$ cat config.mk
export PLATFORM = sky130hd
export DESIGN_NAME = disk_request_scheduler_unit_flat
export DESIGN_NICKNAME = d
export VERILOG_FILES = /design/src/rtl/drs_pkg.sv /design/src/rtl/drs_if.sv /design/src/rtl/drs_datapath.sv /design/src/rtl/drs_ctrl.sv /design/src/rtl/disk_request_scheduler_unit.sv /design/src/flat_wrapper.sv
export SDC_FILE = /design/constraint.sdc
export NUM_CORES = 1
export LEC_CHECK = 0
export BUFFER_PORTS_ARGS = -buffer_cell sky130_fd_sc_hd__buf_2
export CAP_MARGIN = 20
export CORE_UTILIZATION = 60
export DETAILED_ROUTE_END_ITERATION = 16
export PLACE_DENSITY = 0.78
export RECOVER_POWER = 25
export SYNTH_ARGS = -nofsm -noshare
export SYNTH_HDL_FRONTEND = slang
export SYNTH_HIERARCHICAL = 1
export SYNTH_SLANG_ARGS = --single-unit
$ cat constraint.sdc
create_clock -name i_clk -period 6.05 [get_ports i_clk]
set_input_delay 1.815 -clock i_clk [delete_from_list [all_inputs] [get_ports i_clk]]
set_output_delay 1.815 -clock i_clk [all_outputs]
set_load 0.01 [all_outputs]
$ cat src/rtl/drs_pkg.sv
//------------------------------------------------------------------------------
// drs_pkg
// Shared types and constants of the disk request scheduler.
//------------------------------------------------------------------------------
package drs_pkg;

    localparam int QUEUE_DEPTH_DEF = 16;
    localparam int TRACK_BITS_DEF  = 16;
    localparam int FIELD_TRACK_W   = 16;
    localparam int TIME_W          = 32;
    localparam int POLICY_W        = 3;
    localparam int COUNT_OUT_W     = 6;

    localparam logic [POLICY_W-1:0] POL_FIFO  = 3'd0;
    localparam logic [POLICY_W-1:0] POL_SSTF  = 3'd1;
    localparam logic [POLICY_W-1:0] POL_LOOK  = 3'd2;
    localparam logic [POLICY_W-1:0] POL_CLOOK = 3'd3;
    localparam logic [POLICY_W-1:0] POL_FLOOK = 3'd4;

    localparam logic CMD_INSERT = 1'b0;
    localparam logic CMD_SELECT = 1'b1;

    localparam logic [1:0] PHASE_NONE = 2'd0;
    localparam logic [1:0] PHASE_ONE  = 2'd1;
    localparam logic [1:0] PHASE_TWO  = 2'd2;

    typedef enum logic [2:0] {
        S_IDLE,
        S_SCAN,
        S_PICK,
        S_SHIFT,
        S_DONE
    } t_state;

    // controller to datapath
    typedef struct packed {
        logic load;       // capture the input beat
        logic prep;       // apply insert or queue swap
        logic scan_start; // restart scan index
        logic scan_step;  // examine one entry
        logic flip;       // reverse look direction
        logic pick;       // latch chosen index into the shift index
        logic shift_step; // compact one entry
        logic finish;     // decrement count, build result
        logic empty_sel;  // select with nothing to serve
    } t_cmd;

    // datapath to controller
    typedef struct packed {
        logic is_select;
        logic nothing;    // select finds no entry after prep
        logic scan_last;
        logic found;
        logic need_scan;  // policy needs a scan
        logic look_mode;
        logic shift_last;
    } t_stat;

    typedef struct packed {
        logic                     cmd;
        logic [FIELD_TRACK_W-1:0] new_track;
        logic [FIELD_TRACK_W-1:0] current_head;
        logic [TIME_W-1:0]        now_time;
    } t_req;

    typedef struct packed {
        logic                     granted;
        logic [FIELD_TRACK_W-1:0] served_track;
        logic [TIME_W-1:0]        start_time;
        logic [TIME_W-1:0]        finish_time;
        logic [FIELD_TRACK_W-1:0] seek_distance;
        logic                     insert_dropped;
        logic [COUNT_OUT_W-1:0]   pending_count;
    } t_rsp;

endpackage

$ cat src/rtl/drs_if.sv
//------------------------------------------------------------------------------
// drs_if
// Valid/ready channel carrying one payload beat.
//------------------------------------------------------------------------------
interface drs_if #(parameter type T = logic) ();
    logic valid;
    logic ready;
    T     data;
    modport source (output valid, output data, input ready);
    modport sink   (input valid, input data, output ready);
endinterface

$ cat src/rtl/drs_datapath.sv
//------------------------------------------------------------------------------
// drs_datapath
// Queue storage, scan comparator, compaction and result formation.
//------------------------------------------------------------------------------
module drs_datapath #(
    parameter int QUEUE_DEPTH = drs_pkg::QUEUE_DEPTH_DEF,
    parameter int TRACK_BITS  = drs_pkg::TRACK_BITS_DEF
) (
    input  logic                          i_clk,
    input  logic                          i_rst_n,
    input  logic [drs_pkg::POLICY_W-1:0]  i_policy,
    input  drs_pkg::t_req                 i_req,
    input  drs_pkg::t_cmd                 i_cmd,
    output drs_pkg::t_stat                o_stat,
    output drs_pkg::t_rsp                 o_rsp
);
    import drs_pkg::*;

    localparam int IW = (QUEUE_DEPTH > 1) ? $clog2(QUEUE_DEPTH) : 1;
    localparam int CW = $clog2(QUEUE_DEPTH + 1);
    localparam int TB = TRACK_BITS;

    // two banks; r_sel names the bank serving as the active queue
    logic [TB-1:0] r_mem0 [QUEUE_DEPTH];
    logic [TB-1:0] r_mem1 [QUEUE_DEPTH];
    logic [CW-1:0] r_cnt [2];
    logic          r_sel;
    logic          r_up;
    logic [1:0]    r_phase;

    logic [TB-1:0] r_track, r_head;
    logic [TIME_W-1:0] r_now;
    logic          r_cmd;
    logic [POLICY_W-1:0] r_pol;

    logic [CW-1:0] r_idx;     // scan / shift index
    logic          r_found;
    logic [IW-1:0] r_best;
    logic [TB-1:0] r_bestd;
    logic [IW-1:0] r_low;
    logic [TB-1:0] r_lowt;
    logic [TB-1:0] r_rd;      // registered read of active entry at r_idx
    logic [TB-1:0] r_rd1;     // registered read of entry r_idx+1
    logic [TB-1:0] srv;

    logic act, oth;
    assign act = r_sel;
    assign oth = ~r_sel;

    logic [CW-1:0] a_cnt;
    assign a_cnt = r_cnt[act];

    logic flook;
    assign flook = (r_pol == POL_FLOOK);

    // read port: the entry at the index and the one after it, both registered
    logic [IW-1:0] rd_addr, rd_addr1;
    assign rd_addr  = r_idx[IW-1:0];
    assign rd_addr1 = IW'(r_idx + CW'(1));

    // scan compare on the entry read last cycle
    logic [TB-1:0] d;
    logic          ok;
    logic          better;
    logic [CW-1:0] scan_i; // entry being examined is r_idx-1
    assign scan_i = r_idx - CW'(1);
    assign d = (r_rd >= r_head) ? (r_rd - r_head) : (r_head - r_rd);
    always_comb begin
        unique case (r_pol)
            POL_SSTF:            ok = 1'b1;
            POL_CLOOK:           ok = (r_rd >= r_head);
            POL_LOOK, POL_FLOOK: ok = r_up ? (r_rd >= r_head) : (r_rd <= r_head);
            default:             ok = 1'b0;
        endcase
        better = ok && (!r_found || d < r_bestd);
    end

    logic [TB-1:0] seek;
    logic [TIME_W:0] fsum;
    assign seek = (srv >= r_head) ? (srv - r_head) : (r_head - srv);
    assign fsum = {1'b0, r_now} + (TIME_W+1)'(seek);

    // queue memories
    logic wr_en, wr_bank;
    logic [IW-1:0] wr_addr;
    logic [TB-1:0] wr_data;
    always_comb begin
        wr_en = 1'b0; wr_bank = act; wr_addr = rd_addr; wr_data = r_rd1;
        if (i_cmd.prep && r_cmd == CMD_INSERT) begin
            wr_bank = (flook && r_phase != PHASE_NONE) ? oth : act;
            wr_addr = r_cnt[wr_bank][IW-1:0];
            wr_data = r_track;
            wr_en   = (r_cnt[wr_bank] < CW'(QUEUE_DEPTH));
        end else if (i_cmd.shift_step) begin
            wr_en = 1'b1;
        end
    end

    always_ff @(posedge i_clk) begin
        if (wr_en && wr_bank) r_mem1[wr_addr] <= wr_data;
        if (wr_en && !wr_bank) r_mem0[wr_addr] <= wr_data;
        r_rd  <= act ? r_mem1[rd_addr]  : r_mem0[rd_addr];
        r_rd1 <= act ? r_mem1[rd_addr1] : r_mem0[rd_addr1];
    end

    // control state of the queues
    always_ff @(posedge i_clk) begin
        if (!i_rst_n) begin
            r_cnt[0] <= '0; r_cnt[1] <= '0;
            r_sel    <= 1'b0;
            r_up     <= 1'b1;
            r_phase  <= PHASE_NONE;
        end else begin
            if (i_cmd.prep) begin
                if (r_cmd == CMD_INSERT) begin
                    if (flook && r_phase == PHASE_NONE) r_phase <= PHASE_ONE;
                    if (wr_en) r_cnt[wr_bank] <= r_cnt[wr_bank] + CW'(1);
                end else if (flook && a_cnt == '0 && r_cnt[oth] != '0) begin
                    r_sel   <= oth;
                    r_phase <= (r_phase == PHASE_TWO) ? PHASE_ONE : PHASE_TWO;
                end
            end
            if (i_cmd.flip)   r_up <= ~r_up;
            if (i_cmd.finish) r_cnt[act] <= a_cnt - CW'(1);
        end
    end

    // working registers
    always_ff @(posedge i_clk) begin
        if (i_cmd.load) begin
            r_cmd   <= i_req.cmd;
            r_track <= TB'(i_req.new_track);
            r_head  <= TB'(i_req.current_head);
            r_now   <= i_req.now_time;
            r_pol   <= i_policy;
        end
        if (i_cmd.scan_start) begin
            r_idx   <= '0;
            r_found <= 1'b0;
            r_best  <= '0;
            r_bestd <= '0;
            r_low   <= '0;
            r_lowt  <= '1;
        end else if (i_cmd.scan_step) begin
            r_idx <= r_idx + CW'(1);
            if (r_idx != '0) begin
                if (better) begin
                    r_found <= 1'b1;
                    r_best  <= scan_i[IW-1:0];
                    r_bestd <= d;
                end
                if (scan_i == '0 || r_rd < r_lowt) begin
                    r_low  <= scan_i[IW-1:0];
                    r_lowt <= r_rd;
                end
            end
        end else if (i_cmd.pick) begin
            // chosen index goes to the shift index; its data then passes the registered read
            if (r_pol == POL_SSTF || r_pol == POL_LOOK || r_pol == POL_FLOOK
                || (r_pol == POL_CLOOK && r_found))
                r_idx <= CW'(r_best);
            else if (r_pol == POL_CLOOK)
                r_idx <= CW'(r_low);
            else
                r_idx <= '0;
        end else if (i_cmd.shift_step) begin
            r_idx <= r_idx + CW'(1);
        end
    end

    // the served track reaches the read register after pick: first the index is
    // loaded, then the registered read is made
    logic r_pick_d1, r_pick_d2;
    always_ff @(posedge i_clk) begin
        if (!i_rst_n) begin
            r_pick_d1 <= 1'b0;
            r_pick_d2 <= 1'b0;
        end else begin
            r_pick_d1 <= i_cmd.pick;
            r_pick_d2 <= r_pick_d1;
        end
    end
    logic [TB-1:0] r_srv_q;
    always_ff @(posedge i_clk) begin
        if (r_pick_d2) r_srv_q <= r_rd;
    end
    assign srv = r_pick_d2 ? r_rd : r_srv_q;

    // status to controller
    always_comb begin
        o_stat.is_select  = (r_cmd == CMD_SELECT);
        o_stat.nothing    = (a_cnt == '0);
        o_stat.scan_last  = (r_idx == a_cnt);
        o_stat.found      = r_found || (r_idx != '0 && better);
        o_stat.need_scan  = (r_pol == POL_SSTF) || (r_pol == POL_LOOK)
                            || (r_pol == POL_CLOOK) || (r_pol == POL_FLOOK);
        o_stat.look_mode  = (r_pol == POL_LOOK) || (r_pol == POL_FLOOK);
        o_stat.shift_last = (r_idx + CW'(1) >= a_cnt);
    end

    // result
    always_ff @(posedge i_clk) begin
        if (i_cmd.finish || i_cmd.empty_sel || (i_cmd.prep && r_cmd == CMD_INSERT)) begin
            o_rsp.granted        <= i_cmd.finish;
            o_rsp.served_track   <= i_cmd.finish ? FIELD_TRACK_W'(srv) : '0;
            o_rsp.start_time     <= i_cmd.finish ? r_now : '0;
            o_rsp.finish_time    <= !i_cmd.finish ? '0 :
                                    fsum[TIME_W] ? '1 : fsum[TIME_W-1:0];
            o_rsp.seek_distance  <= i_cmd.finish ? FIELD_TRACK_W'(seek) : '0;
            o_rsp.insert_dropped <= i_cmd.prep && !wr_en;
            o_rsp.pending_count  <= COUNT_OUT_W'(r_cnt[0]) + COUNT_OUT_W'(r_cnt[1])
                                    + (wr_en && i_cmd.prep ? COUNT_OUT_W'(1) : '0)
                                    - (i_cmd.finish ? COUNT_OUT_W'(1) : '0);
        end
    end

endmodule

$ cat src/rtl/drs_ctrl.sv
//------------------------------------------------------------------------------
// drs_ctrl
// Sequencer for insert, scan, pick and compaction of one request.
//------------------------------------------------------------------------------
module drs_ctrl (
    input  logic           i_clk,
    input  logic           i_rst_n,
    input  logic           i_in_valid,
    output logic           o_in_ready,
    output logic           o_out_valid,
    input  logic           i_out_ready,
    input  drs_pkg::t_stat i_stat,
    output drs_pkg::t_cmd  o_cmd
);
    import drs_pkg::*;

    t_state r_state, n_state;
    logic   r_prep, n_prep;   // first cycle after load applies prep
    logic   r_flipped, n_flipped;
    logic   r_shift_go, n_shift_go;

    always_ff @(posedge i_clk) begin
        if (!i_rst_n) begin
            r_state    <= S_IDLE;
            r_prep     <= 1'b0;
            r_flipped  <= 1'b0;
            r_shift_go <= 1'b0;
        end else begin
            r_state    <= n_state;
            r_prep     <= n_prep;
            r_flipped  <= n_flipped;
            r_shift_go <= n_shift_go;
        end
    end

    always_comb begin
        n_state    = r_state;
        n_prep     = 1'b0;
        n_flipped  = r_flipped;
        n_shift_go = 1'b0;
        o_cmd      = '0;
        o_in_ready = 1'b0;
        o_out_valid = 1'b0;
        unique case (r_state)
            S_IDLE: begin
                o_in_ready = 1'b1;
                if (i_in_valid) begin
                    o_cmd.load = 1'b1;
                    n_prep     = 1'b1;
                    n_state    = S_SCAN;
                end
            end
            S_SCAN: begin
                if (r_prep) begin
                    // apply insert or queue swap, then start scanning
                    o_cmd.prep       = 1'b1;
                    o_cmd.scan_start = 1'b1;
                    n_flipped        = 1'b0;
                    if (!i_stat.is_select) n_state = S_DONE;
                end else if (i_stat.nothing) begin
                    o_cmd.empty_sel = 1'b1;
                    n_state = S_DONE;
                end else if (!i_stat.need_scan || i_stat.scan_last) begin
                    if (i_stat.need_scan) o_cmd.scan_step = 1'b1;
                    if (i_stat.look_mode && !i_stat.found && !r_flipped) begin
                        o_cmd.flip       = 1'b1;
                        o_cmd.scan_start = 1'b1;
                        o_cmd.scan_step  = 1'b0;
                        n_flipped        = 1'b1;
                    end else begin
                        if (i_stat.look_mode && !i_stat.found) o_cmd.flip = 1'b1;
                        n_state = S_PICK;
                    end
                end else begin
                    o_cmd.scan_step = 1'b1;
                end
            end
            S_PICK: begin
                o_cmd.pick = 1'b1;
                n_state    = S_SHIFT;
            end
            S_SHIFT: begin
                // close gaps one entry per step, with a wait state between steps for the registered read of r_idx+1
                if (!r_shift_go) begin
                    n_shift_go = 1'b1;
                end else if (i_stat.shift_last) begin
                    o_cmd.finish = 1'b1;
                    n_state = S_DONE;
                end else begin
                    n_shift_go       = 1'b0;
                    o_cmd.shift_step = 1'b1;
                end
            end
            S_DONE: begin
                o_out_valid = 1'b1;
                if (i_out_ready) n_state = S_IDLE;
            end
            default: n_state = S_IDLE;
        endcase
    end

endmodule

$ cat src/rtl/disk_request_scheduler_unit.sv
//------------------------------------------------------------------------------
// disk_request_scheduler_unit
// Two-queue disk request scheduler with FIFO, SSTF, LOOK, C-LOOK, F-LOOK.
//------------------------------------------------------------------------------
// Usage:
//   in_ch carries one request beat: cmd, new_track, current_head, now_time.
//   out_ch returns exactly one result beat for each request beat.
//   i_cfg_we / i_cfg_wdata write the policy register; write only while idle.
// Operation:
//   An insert is applied in a prep step and its result then goes to out_ch. A
//   select takes a prep step, then scans the active queue one entry a cycle
//   through the registered memory read, once more after a LOOK reversal, then
//   a pick step, then compacts the queue one moved entry per step with a wait
//   state between steps. One request is in flight at a time; in_ch is ready
//   only idle.
// Reset:
//   Synchronous active-low i_rst_n empties both queues, sets direction up,
//   clears the F-LOOK phase and sets policy to FIFO. Queue memories are not
//   cleared; only entries below the counts are read.
// Stall:
//   The result holds on out_ch until taken; no new beat is accepted meanwhile.
//------------------------------------------------------------------------------
module disk_request_scheduler_unit #(
    parameter int QUEUE_DEPTH = drs_pkg::QUEUE_DEPTH_DEF,
    parameter int TRACK_BITS  = drs_pkg::TRACK_BITS_DEF
) (
    input  logic                         i_clk,
    input  logic                         i_rst_n,
    input  logic                         i_cfg_we,
    input  logic [drs_pkg::POLICY_W-1:0] i_cfg_wdata,
    drs_if.sink                          in_ch,
    drs_if.source                        out_ch
);
    import drs_pkg::*;

    logic [POLICY_W-1:0] r_policy;
    t_cmd  cmd;
    t_stat stat;

    // hold the policy register
    always_ff @(posedge i_clk) begin
        if (!i_rst_n)      r_policy <= POL_FIFO;
        else if (i_cfg_we) r_policy <= i_cfg_wdata;
    end

    drs_ctrl u_ctrl (
        .i_clk       (i_clk),
        .i_rst_n     (i_rst_n),
        .i_in_valid  (in_ch.valid),
        .o_in_ready  (in_ch.ready),
        .o_out_valid (out_ch.valid),
        .i_out_ready (out_ch.ready),
        .i_stat      (stat),
        .o_cmd       (cmd)
    );

    drs_datapath #(.QUEUE_DEPTH(QUEUE_DEPTH), .TRACK_BITS(TRACK_BITS)) u_dp (
        .i_clk    (i_clk),
        .i_rst_n  (i_rst_n),
        .i_policy (r_policy),
        .i_req    (in_ch.data),
        .i_cmd    (cmd),
        .o_stat   (stat),
        .o_rsp    (out_ch.data)
    );

endmodule

$ cat src/flat_wrapper.sv
// flat-port wrapper written by rule: the top's interface ports become plain ports
module disk_request_scheduler_unit_flat import drs_pkg::*;
#(
    parameter int QUEUE_DEPTH = drs_pkg::QUEUE_DEPTH_DEF,
    parameter int TRACK_BITS  = drs_pkg::TRACK_BITS_DEF
)
  (i_clk, i_rst_n, i_cfg_we, i_cfg_wdata, in_ch_valid, in_ch_data, in_ch_ready, out_ch_valid, out_ch_data, out_ch_ready);
  drs_if in_ch_i ();
  drs_if out_ch_i ();
  input  logic i_clk;
  input  logic i_rst_n;
  input  logic i_cfg_we;
  input  logic [drs_pkg::POLICY_W-1:0] i_cfg_wdata;
  input wire logic [$bits(in_ch_i.valid)-1:0] in_ch_valid;
  input wire logic [$bits(in_ch_i.data)-1:0] in_ch_data;
  output wire logic [$bits(in_ch_i.ready)-1:0] in_ch_ready;
  output wire logic [$bits(out_ch_i.valid)-1:0] out_ch_valid;
  output wire logic [$bits(out_ch_i.data)-1:0] out_ch_data;
  input wire logic [$bits(out_ch_i.ready)-1:0] out_ch_ready;
  assign in_ch_i.valid = in_ch_valid;
  assign in_ch_i.data = in_ch_data;
  assign in_ch_ready = in_ch_i.ready;
  assign out_ch_valid = out_ch_i.valid;
  assign out_ch_data = out_ch_i.data;
  assign out_ch_i.ready = out_ch_ready;
  disk_request_scheduler_unit #(.QUEUE_DEPTH(QUEUE_DEPTH), .TRACK_BITS(TRACK_BITS)) u_core (.i_clk(i_clk), .i_rst_n(i_rst_n), .i_cfg_we(i_cfg_we), .i_cfg_wdata(i_cfg_wdata), .in_ch(in_ch_i), .out_ch(out_ch_i));
endmodule
# == Word-level counts from Yosys, hierarchy flattened ==
# Memories as Yosys holds them, arrays and structs flattened. A register that Yosys moved wholly into a read port is not among the register bits.
# Index checks and enable logic that the tools add are counted.
# op_classes
addsub,8
magnitude_cmp,6
n_eq_ne,16
muxes,69
n_bitwise,2
n_reduce_logical,43
# ops
operator,count
1-bit two-way mux,42
16-bit less-than comparator,2
16-bit two-way mux,2
3-bit two-way mux,9
5-bit two-way mux,5
16-bit by 1-bit >= comparator with 1-bit output (second input constant),1
16-bit by 1-bit less-or-equal comparator with 1-bit output (second input constant),1
4-bit two-way mux,4
1-bit by 16-bit subtractor with 16-bit output (first input constant),1
3-bit case mux with 5 select lines,1
3-bit by 2-bit equality test with 1-bit output (second input constant),4
1-bit logical OR,12
5-bit by 1-bit adder with 5-bit output (second input constant),2
5-bit logical NOT,2
2-bit two-way mux,5
5-bit by 1-bit subtractor with 5-bit output (second input constant),2
1-bit logical AND,9
2-bit inequality test (second input constant),4
4-bit by 3-bit inequality test with 1-bit output (second input constant),2
3-bit by 1-bit equality test with 1-bit output (second input constant),2
3-bit equality test (second input constant),2
3-bit AND reduction,2
6-bit AND reduction,1
2-bit nonzero test,3
18 further kinds,24
# totals
reg_bits,62
ram_bits,266
inputBits,9
out_inout_bits,3
wordCells,161
mem_count,2
# memory_table
name,words,word_bits,read_ports,rd_ports_with_merged_regs,write_ports,line,source
u_core.u_dp.r_mem0,16,16,2,2,1,drs_datapath.sv:24,logic [TB-1:0] r_mem0 [QUEUE_DEPTH];
u_core.u_dp.r_cnt,2,5,4,0,2,drs_datapath.sv:26,logic [CW-1:0] r_cnt [2];

# == Longest topological paths before layout ==
# logic_depth
word_depth,22
ltp_mapped,22
mapped_depth_nobuf,20

# == By module ==
# The synthesis kept the hierarchy.
# by_module_without_submodules
mod,n_inst,cells_per_inst,area_each_um2,seq_area_each_um2
drs_datapath,1,2674,39178.8,22942.0
drs_ctrl,1,50,436.7,120.1
disk_request_scheduler_unit,1,10,112.6,60.1

# == Worst setup path after synthesis ==
# No wires, ideal clock.
# synth_path
kind,reg2reg
from,register u_core.u_dp.r_idx[0]
to,"register u_core/u_dp/o_rsp[0] (netlist name), enable pin"
setup_ns,0.468
arrival_time_ns,5.728
t_required_ns,5.582
path_slack_ns,-0.145
stages_incl_launch_ff,16
n_path_buf,5
period_less_slack_ns,6.195
path_cell_list,dfxtp_1 > clkbuf_1 > clkbuf_1 > buf_1 > buf_2 > inv_1 > ha_1 > ha_1 > a21o_1 > a21oi_1 > nor2b_1 > o21ai_0 > nand2b_1 > and3_1 > clkbuf_1 > or3_1
# synth_rtl
item,line,source
start: declaration,drs_datapath.sv:36,logic [CW-1:0] r_idx;
start signal: assignment,drs_datapath.sv:145,r_idx <= r_idx + CW'(1);
start signal: assignment,drs_datapath.sv:161,r_idx <= CW'(r_best);
start signal: assignment,drs_datapath.sv:163,r_idx <= CW'(r_low);
end: declaration,drs_datapath.sv:15,output drs_pkg::t_rsp o_rsp

==> metrics <==
status=finished with violations; violated checks=max-capacitance violations, max-slew violations; critical path type=reg2reg; total iterations of the first detailed-routing run=5; worst-path cell chain=nor3b_1 -> nand2_1 -> inv_1 -> nor2b_2 -> clkbuf_1 -> mux2i_1 -> nor2_1 -> nand3_1 -> nor2_2 -> buf_4; CP peak stage delay=1240 ps; # setup viols final=0; Skew-Pair Late Insertion Delay=620 ps; worst vdd ir=554.3 uV; Slew Viols, Final=58; syn avg cell area=15.31 um^2; Setup TNS=0 ps; Vias/cell=6.867; Min Hold Slack=444.8 ps; post-CTS sizing=0; clk_skew=21.50 ps; DIE AREA=54070 um^2; RSZ-0062 raised after global routing=false; Post CTS Setup Buffer Count=0; clock sink count=655; gpl congestion=0.8761; R2R depth=10; CTS tree=done; Root Buffer=clkbuf_16; quantity of hold-fixing buffers added after cts=0; initial antenna violation count=3; hold path startpoint=u_core/r_policy[0]; Slowest cell on crit path=clkbuf_1; net count reported at finish=2210; IO Count=12; launch point of the worst reg-to-reg path=u_core/u_ctrl/r_state[0]; Final Hold Vio Count=0; Static Leak=12.10 nW; core footprint=52550 um^2; Vert. Die Dim=232.5 um; CP Data Required Time=6340 ps; post-route clock period utilization=0.8402; total CTS buffers=68; Setup crit end kind=flip-flop; worst reg2reg setup slack=970 ps; YS warnings=6; post-DP HPWL=46730 um; Hold Path Class=reg2reg; Die W=232.5 um; CP max FO=25; share of cells above drive strength 1=0.2400; Cell Area, Synth=31890 um^2; drt drc=0; Highest Clock Rate=0.1967 GHz; largest net degree at the start of global routing=113; min cycle time layout=5083 ps; critical path arrival=5370 ps; Post-Synthesis Cells=2083; gr usage total=0.3070; H-tree depth=3; Critical Path Source Type=flip-flop; count of buffers from port buffering=10; first-pass GRT wire length=120500 um; Initial DRC Count=2655; detailed-route wire length per cell=28.12 um; pwr/cell area=520.6 nW/um^2; Layout area overhead=9.629%; ANT nets after route=0; actual transition at the worst max-transition pin=2298 ps; clock-pin transition on the worst setup and hold timing paths=60 ps; Initial Utilization=0.6068; row count=84; vias in the first global route=19820; Post-Route WL=80530 um; max_slew headroom=-0.5318; Worst Hold Depth=0; Bufs on Longest Clock Path=3; via count=19670; grt ovf=0; MaxCap Viol Count=2; RR Endpoint=u_core/u_dp/r_mem1[11][4]; Hold Path End=u_core/u_dp/r_pol[0]
-- metal layers --
metal | track usage | vias to the layer above | part of all wire
met5 | 0 | - | 0
met4 | 0.1587 | 0 | 0.054
met3 | 0.06042 | 268 | 0.098
met2 | 0.5018 | 1241 | 0.49
met1 | 0.3924 | 9976 | 0.36
li1 | - | 8182 | -
-- sequential cells by signal (all words and copies together) (netlist names), 5 cells and up, named ones only --
| signal | flops |
|---|---|
| u_core/u_dp/r_rd | 16 |
| u_core/u_dp/r_head | 16 |
| u_core/u_dp/r_track | 16 |
| u_core/u_dp/r_idx | 5 |
| u_core/u_dp/r_rd1 | 16 |
| u_core/u_dp/r_cnt | 10 |
| u_core/u_dp/r_bestd | 16 |
| u_core/u_dp/r_mem0 | 256 |
| u_core/u_dp/r_mem1 | 256 |
| u_core/u_dp/r_lowt | 16 |
-- final cells by class --
| type | instances | area (um^2) |
|---|---|---|
| diodes | 1 | 2.502 |
| clock buffers | 90 | 1815 |
| clock inverters | 31 | 234.0 |
| fillers | 3522 | 17590 |
| inverters | 93 | 349.1 |
| multi-input cells | 1240 | 12480 |
| flip-flops and latches | 655 | 18720 |
| well taps | 688 | 860.8 |
| repair buffers | 66 | 490.5 |
-- cells in the final DEF (no fill, tap or decap), types with 34 or more instances in the layout --
master and count:
inv_1 91, mux4_2 288, a21oi_1 44, ha_1 73, buf_4 49, nand2_1 249
edfxtp_1 559, dfxtp_1 90, nand3_1 94, o21ai_0 43, clkbuf_16 69, nor2_2 34
mux2i_1 41, nor2_1 60
-- critical path: cells and delay by family, from the launching register on --
kind | cells | cell delay (ps)
buf+inv | 3 | 1740
flops | 1 | 420
mux | 1 | 410
simple gates | 6 | 2180
-- report_power, final --
part / switching, mW / leakage (nW) / internal (mW)
Clock: 1.71 / 0.998 / 2.20
Sequential: 0.423 / 5.85 / 5.83
Combinational: 4.63 / 5.24 / 3.41
-- how the worst max path moves through the flow --
stage / start / to
floorplan: u_core/u_dp/r_idx[0] / u_core/u_dp/r_mem0[11][0]
global placement: u_core/u_dp/r_head[10] / u_core/u_dp/r_best[1]
detailed placement: u_core/u_dp/r_head[11] / u_core/u_dp/r_best[1]
CTS: u_core/u_dp/r_head[11] / u_core/u_dp/r_best[1]
global route: u_core/u_dp/r_head[10] / u_core/u_dp/r_bestd[8]
finish: u_core/u_ctrl/r_state[0] / u_core/u_dp/r_mem1[11][4]
-- metrics by stage --
stage | power [mW] | utilization | cells | worst slack [ps] | cell area (um^2)
final | 18.20 | 0.6653 | 2864 | 966.7 | 34960
after detailed placement | 14.27 | 0.6264 | 2739 | 1029 | 32920
after floorplan | 12.02 | - | 2115 | 1066 | 32010
after global placement | 14.07 | 0.6264 | 2739 | 1064 | 32920
after global routing | 19.07 | 0.6652 | 2863 | 627.5 | 34960
after CTS | 18.20 | 0.6654 | 2860 | 1014 | 34960
No activity file was read; power rests on OpenSTA's default activity.
